===== src/sv/sv32_page_table_mapper_core_defines.svh =====
// ----------------------------------------------------------------------------
// sv32_page_table_mapper_core_defines.svh
// Assertion macros shared by the page-table mapper RTL.
// ----------------------------------------------------------------------------
`ifndef SV32_PAGE_TABLE_MAPPER_CORE_DEFINES_SVH
`define SV32_PAGE_TABLE_MAPPER_CORE_DEFINES_SVH

// Same-cycle implication, disabled while in reset.
`define SPT_ASSERT_IMP(lbl, ck, rn, ante, cons, msg) \
  lbl: assert property (@(posedge ck) disable iff (!rn) (ante) |-> (cons)) \
    else $error(msg);

// Next-cycle implication, disabled while in reset.
`define SPT_ASSERT_NXT(lbl, ck, rn, ante, cons, msg) \
  lbl: assert property (@(posedge ck) disable iff (!rn) (ante) |=> (cons)) \
    else $error(msg);

`endif


===== src/sv/sv32ptm_pkg.sv =====
// ----------------------------------------------------------------------------
// sv32ptm_pkg
// Types, widths and constants of the Sv32 page-table mapper.
// ----------------------------------------------------------------------------
`default_nettype none

package sv32ptm_pkg;

  localparam int POOL_PAGES = 64;
  localparam int VPN_W      = 10;
  localparam int PAGE_WORDS = 1 << VPN_W;
  localparam int PPN_W      = 22;
  localparam int PAGE_IDX_W = (POOL_PAGES > 1) ? $clog2(POOL_PAGES) : 1;
  localparam int FREE_W     = $clog2(POOL_PAGES + 1);
  localparam int ADDR_W     = PAGE_IDX_W + VPN_W;
  localparam int WORD_W     = 32;
  localparam int STORE_DEPTH = POOL_PAGES * PAGE_WORDS;

  localparam logic OP_ALLOC = 1'b0;
  localparam logic OP_MAP   = 1'b1;

  localparam logic ST_DONE = 1'b0;
  localparam logic ST_FAIL = 1'b1;

  typedef struct packed {
    logic        opcode;
    logic [5:0]  root_page;
    logic [31:0] vaddr;
    logic [31:0] phys_addr;
    logic [7:0]  flags;
  } in_item_t;

  typedef struct packed {
    logic        status;
    logic [5:0]  table_page;
    logic [21:0] table_ppn;
    logic        created_table;
    logic [31:0] leaf_entry;
  } out_item_t;

  // Controller to datapath
  typedef struct packed {
    logic latch;       // capture the input beat
    logic clr_word;    // clear one word of the next free page
    logic bump;        // take the next free page
    logic take_idx;    // adopt the page named by a valid root entry
    logic wr_root;     // write the pointer entry into the root
    logic wr_leaf;     // write the leaf entry and finish a map
    logic done_alloc;  // finish an allocate
    logic fail;        // finish with failure
  } cmd_t;

  // Datapath to controller
  typedef struct packed {
    logic opcode;
    logic root_ok;
    logic pool_full;
    logic root_valid;
    logic idx_ok;
    logic clr_last;
  } sts_t;

endpackage

`default_nettype wire


===== src/sv/sv32ptm_ctrl.sv =====
// ----------------------------------------------------------------------------
// sv32ptm_ctrl
// Sequencer for allocate and map operations.
// ----------------------------------------------------------------------------
`default_nettype none
`include "sv32_page_table_mapper_core_defines.svh"

module sv32ptm_ctrl (
  input  wire logic               clk,
  input  wire logic               rst_n,
  input  wire logic               start,
  input  wire sv32ptm_pkg::sts_t  sts,
  output logic                    busy,
  output sv32ptm_pkg::cmd_t       cmd
);

  localparam logic [2:0] S_IDLE = 3'd0;
  localparam logic [2:0] S_DISP = 3'd1;
  localparam logic [2:0] S_EVAL = 3'd2;
  localparam logic [2:0] S_CLR  = 3'd3;
  localparam logic [2:0] S_RWR  = 3'd4;
  localparam logic [2:0] S_LWR  = 3'd5;

  logic [2:0] state_r;
  logic [2:0] state_nxt;

  always_comb begin
    state_nxt = state_r;
    cmd       = '0;
    unique case (state_r)
      S_IDLE: begin
        if (start) begin
          cmd.latch = 1'b1;
          state_nxt = S_DISP;
        end
      end
      S_DISP: begin
        if (sts.opcode == sv32ptm_pkg::OP_ALLOC) begin
          if (sts.pool_full) begin
            cmd.fail  = 1'b1;
            state_nxt = S_IDLE;
          end else begin
            state_nxt = S_CLR;
          end
        end else if (sts.root_ok) begin
          state_nxt = S_EVAL;
        end else begin
          cmd.fail  = 1'b1;
          state_nxt = S_IDLE;
        end
      end
      S_EVAL: begin
        if (sts.root_valid) begin
          if (sts.idx_ok) begin
            cmd.take_idx = 1'b1;
            state_nxt    = S_LWR;
          end else begin
            cmd.fail  = 1'b1;
            state_nxt = S_IDLE;
          end
        end else if (sts.pool_full) begin
          cmd.fail  = 1'b1;
          state_nxt = S_IDLE;
        end else begin
          state_nxt = S_CLR;
        end
      end
      S_CLR: begin
        cmd.clr_word = 1'b1;
        if (sts.clr_last) begin
          cmd.bump = 1'b1;
          if (sts.opcode == sv32ptm_pkg::OP_ALLOC) begin
            cmd.done_alloc = 1'b1;
            state_nxt      = S_IDLE;
          end else begin
            state_nxt = S_RWR;
          end
        end
      end
      S_RWR: begin
        cmd.wr_root = 1'b1;
        state_nxt   = S_LWR;
      end
      S_LWR: begin
        cmd.wr_leaf = 1'b1;
        state_nxt   = S_IDLE;
      end
      default: begin
        state_nxt = S_IDLE;
      end
    endcase
  end

  always_ff @(posedge clk) begin
    if (!rst_n) begin
      state_r <= S_IDLE;
    end else begin
      state_r <= state_nxt;
    end
  end

  assign busy = (state_r != S_IDLE);

  `SPT_ASSERT_IMP(a_one_finish, clk, rst_n, 1'b1, $onehot0({cmd.fail, cmd.done_alloc, cmd.wr_leaf}), "more than one finish command")
  `SPT_ASSERT_NXT(a_root_before_leaf, clk, rst_n, cmd.wr_root, state_r == S_LWR, "root write not followed by leaf write")

endmodule

`default_nettype wire


===== config.mk =====
export PLATFORM = sky130hd
export DESIGN_NAME = sv32ptm_ctrl
export DESIGN_NICKNAME = d
export VERILOG_FILES = /design/src/sv/sv32ptm_pkg.sv /design/src/sv/sv32ptm_ctrl.sv
export VERILOG_INCLUDE_DIRS = /design/src /design/src/sv
export SDC_FILE = /design/constraint.sdc
export NUM_CORES = 1
export LEC_CHECK = 0
export ABC_AREA = 1
export BUFFER_PORTS_ARGS = -buffer_cell sky130_fd_sc_hd__buf_2
export CAP_MARGIN = 20
export CORE_AREA = 2 2 39 41
export CTS_BUF_LIST = sky130_fd_sc_hd__clkbuf_8
export DETAILED_ROUTE_END_ITERATION = 10
export DIE_AREA = 0 0 41 43
export GPL_TIMING_DRIVEN = 0
export SLEW_MARGIN = 10
export SYNTH_ARGS = -nofsm -noshare
export SYNTH_HDL_FRONTEND = slang
export SYNTH_SLANG_ARGS = --single-unit

===== constraint.sdc =====
create_clock -name clk -period 2 [get_ports clk]
set_clock_uncertainty 0.05 [all_clocks]
set_input_delay 0.1 -clock clk [delete_from_list [all_inputs] [get_ports clk]]
set_output_delay 0.1 -clock clk [all_outputs]
set_load 0.005 [all_outputs]

; ---- After elaboration in Yosys (flattened, before gate mapping)
; Index checks and enable logic that the tools add are counted.
[word_totals]
word_cells = 38
inputBits = 9
reg_bits = 3
out_inout_bits = 9
[classes]
n_reduce_logical = 3
n_mux = 27
eq_ne = 7
[op_table]
columns = op, count
row1 = $mux W3, 6
row2 = $mux W1, 16
row3 = $pmux W3 S5, 1
row4 = $eq A3 B2 Y1 const B, 2
row5 = $eq A3 B3 Y1 const B, 2
row6 = $mux W2, 3
row7 = $ne A2 B2 Y1 const B, 2
row8 = $eq A3 B1 Y1 const B, 1
row9 = $logic_not A3 Y1, 1
row10 = $reduce_bool A3 Y1, 1
row11 = $pmux W1 S2, 1
row12 = $reduce_and A2 Y1, 1

; ---- Logic depth before layout (Yosys ltp)
[logic_depth]
word_depth = 3
mapped_depth = 8
mapped_depth_nobuf = 8

; ---- Worst setup path after synthesis
; Ideal clock, no wire load.
[synth_timing]
path_kind = register to register
start = reg state_r[2]
end = reg state_r[2]
required_ns = 1.835
setup_time_ns = 0.115
n_path_buf = 0
stages_incl_launch_ff = 7
path_slack_ns = 0.929
t_arrival_ns = 0.906
period_less_slack_ns = 1.071
cell_sequence = dfxtp_1 inv_2 nand3_1 nor2_2 nor2_1 nand2_1 and2_1
[synth_via]
elab_chain_len = 3
elab_cells_between_ends = 9
classes_between = eq/ne (6) / mux (1) / reduce/logical (2)
[synth_lines]
columns = element, line_no
row1 = from (decl), sv32ptm_ctrl.sv:24  ; logic [2:0] state_r;
row2 = from (signal assigned), sv32ptm_ctrl.sv:98  ; state_r <= state_nxt;
row3 = $eq A3 B2 Y1 or $logic_not A3 Y1 (tied branches), sv32ptm_ctrl.sv:30  ; unique case (state_r)
row4 = $ne A2 B2 Y1 (no line), --
row5 = $reduce_and A2 Y1 (no line), --
; Parallel ways exist; a longest one is shown, timed or not.
; A chain may end at the register's enable or synchronous reset.

==> flow_summary.yaml <==
worst_hold_path:
  hp-start: "rst_n"
  hold_class: "primary input to register"
  holdPathStages: 3
  hold_end: "state_r[1]"
pwr:
  ir_worst_vdd_mv: 0.418
  power_uw: 341
  power_leakage_nw: 0.269
  p_per_area_mw_per_mm2: 775
clock_tree:
  cts.sinks: 3
  cts_tree: "done"
  worstSkewPairLatency_ns: 0.21
  clk_pin_slew_ns: 0.03
  clock_path_buffers: 2
  post_cts_buffers: 0
  hold_buffers: 0
  clockRootBuffer: "clkbuf_8"
  htree_levels: 1
  cts_buffers: 3
  cts-resized-gates: 0
layout:
  nets: 86
  largestRegisters: "state_r (3)"
  layout-drive-gt1-share_pct: 32.9
  largest-register: "state_r"
  largest_reg_flops: 3
  multi_input_area_sq_um: 193
  utilization_pct: 31.8
  area.growth.synth_to_final_pct: 51.7
  fillers: 170
  layout.cells.non_filler: 92
  design_area_sq_um: 440
  antenna_cells: 0
  regArea_sq_um: 60.1
grt:
  grt.total_usage_pct: 10.2
  grt.busiest_layer: "met2"
  grt_util_met3_pct: 3.14
  met1_usage_pct: 13.4
  overflow: 0
  grt_pass1_wl_mm: 1.28
  antenna_found_initial: 0
  met2_usage_pct: 15.9
  grt_pass1_vias: 348
  grt_max_degree: 9
setup_path:
  crit_arrival_ns: 1.17
  r2r-end: "state_r[2]"
  end_kind: "primary output"
  r2r_setup_slack_ns: 0.78
  worstPathCellList: "inv_1 -> nor2_1 -> nand2_1 -> o22ai_1 -> buf_2"
  path_delay_family: "flip-flops"
  cp_max_fo: 4
  timing.rr.start: "state_r[2]"
  cp_slowest_cell: "dfxtp_1"
  crit_required_ns: 1.85
  max_stage_delay_ns: 0.39
  critPathBufInv: 2
  rr_worst_depth: 6
  startpoint_type: "register"
  critPathKind: "register to primary output"
sta:
  timing.final.crit_share_pct: 66.1
  worst_pin_slew_ns: 0.223
  fin_hold_ws_ns: 0.0625
  rsz0062_at_grt: "false"
  setup_slack_ns: 0.677
  slew_violations: 0
  min_period_ns: 1.32
  fmaxAchievable_ghz: 0.756
  hold_viol: 0
  finalSetupViolCount: 0
  fin_setup_tns_ns: 0
  relSlewSlack_pct: 84.9
synth:
  synth_edf_count: 0
  yosysSeqAreaShare_pct: 20.7
  ys_types: 13
  syn_nets: 64
  avgSynthCellArea_sq_um: 5.28
  synthArstFlopShare_pct: 0
  yosys_register_bits: 3
  synth_common_cells: "nand2_1, nor2_1, inv_1"
  yosysMostFrequentCell: "nand2_1"
  syn-instance-count: 55
  synth_area_leaders: "dfxtp_1, nand2_1, nand3_1, nor2_1, inv_1"
  synth_top_area_share_pct: 20.7
  ys_warn_count: 0
  synth_top_area_cell: "dfxtp_1"
  synth_ff_type: "dfxtp_1"
  synthesis.area_sq_um: 290
detailed_routing:
  avgViaCountPerCell: 4.22
  first_pass_iters: 3
  vias: 388
  wl_per_cell_um: 8.23
  drc: 0
  antenna_left: 0
  first_iter_violations: 5
  finalWirelength_um: 757
run_status:
  status: "finished, final reports clean"
floorplan:
  num_rows: 14
  die_h_um: 43
  die_w_um: 41
  core_sq_mm: 0.00138
  initial_utilization_pct: 21.0
  io_pins: 18
  die-area_sq_mm: 0.00176
place:
  io_buffers: 17
  dp_hpwl_um: 622
  dpl_cell_area_sq_um: 395
  dp.cells: 88
  dp_slack_ns: 0.810
  place.gp.congestion: 0.775
job:
  max_cap_viol_count: 0
-- logic make-up (layout without fill, tap and decap cells) --
logic type | Yosys count | count (layout) | synth area share, %
compound gates | 3 | 3 | 5.60
buf+inv | 10 | 31 | 12.9
flops | 3 | 3 | 20.7
simple gates | 39 | 39 | 60.8
-- worst reg2reg max path, delay by kind of cell, from the launching register on --
kind	cells	cell delay, ns
and+or+nand+nor	5	0.51
buffers and inverters	1	0.12
DFF	1	0.43
-- cell type report --
class / instances / area share (%)
multi-input cells: 42 / 43.8
repair buffers: 17 / 19.3
clock buffers: 3 / 9.38
well taps: 16 / 4.55
inverters: 10 / 8.52
clock inverters: 1 / 0.852
flip-flops and latches: 3 / 13.6
-- per-layer routing --
metal / part of all wire, % / vias to the layer above
li1: - / 213
met3: 4.1 / 0
met4: 0 / 0
met1: 43 / 170
met2: 53 / 5
met5: 0 / -
-- worst max-delay path by stage --
stage	start	endpoint	slack (ns)	cells past startpoint
final	state_r[0]	cmd[0]	0.68	5
after global routing	state_r[1]	cmd[1]	0.57	5
after CTS	state_r[0]	cmd[0]	0.66	5
after detailed placement	state_r[2]	state_r[2]	0.81	6
after global placement	state_r[2]	state_r[2]	0.81	6
after floorplan	state_r[2]	state_r[2]	0.93	6
-- placed cells by master (no fill, tap or decap) --
cell / Yosys / layout
buf_2: 0 / 17
nand3_1: 8 / 8
clkbuf_8: 0 / 3
inv_2: 1 / 1
and2_1: 1 / 1
nand2_2: 1 / 1
nor2_1: 10 / 10
o21ai_0: 2 / 2
nor2_4: 1 / 1
o22ai_1: 1 / 1
nor3_1: 2 / 2
nand2_1: 14 / 14
dfxtp_1: 3 / 3
nor2_2: 2 / 2
inv_1: 9 / 10
-- power by group --
part | internal, mW | total, mW | switching [mW]
clock network | 0.130 | 0.165 | 0.0350
logic | 0.0411 | 0.0980 | 0.0569
registers | 0.0677 | 0.0781 | 0.0105
total | 0.239 | 0.341 | 0.102
(Power assumes the default switching activity.)
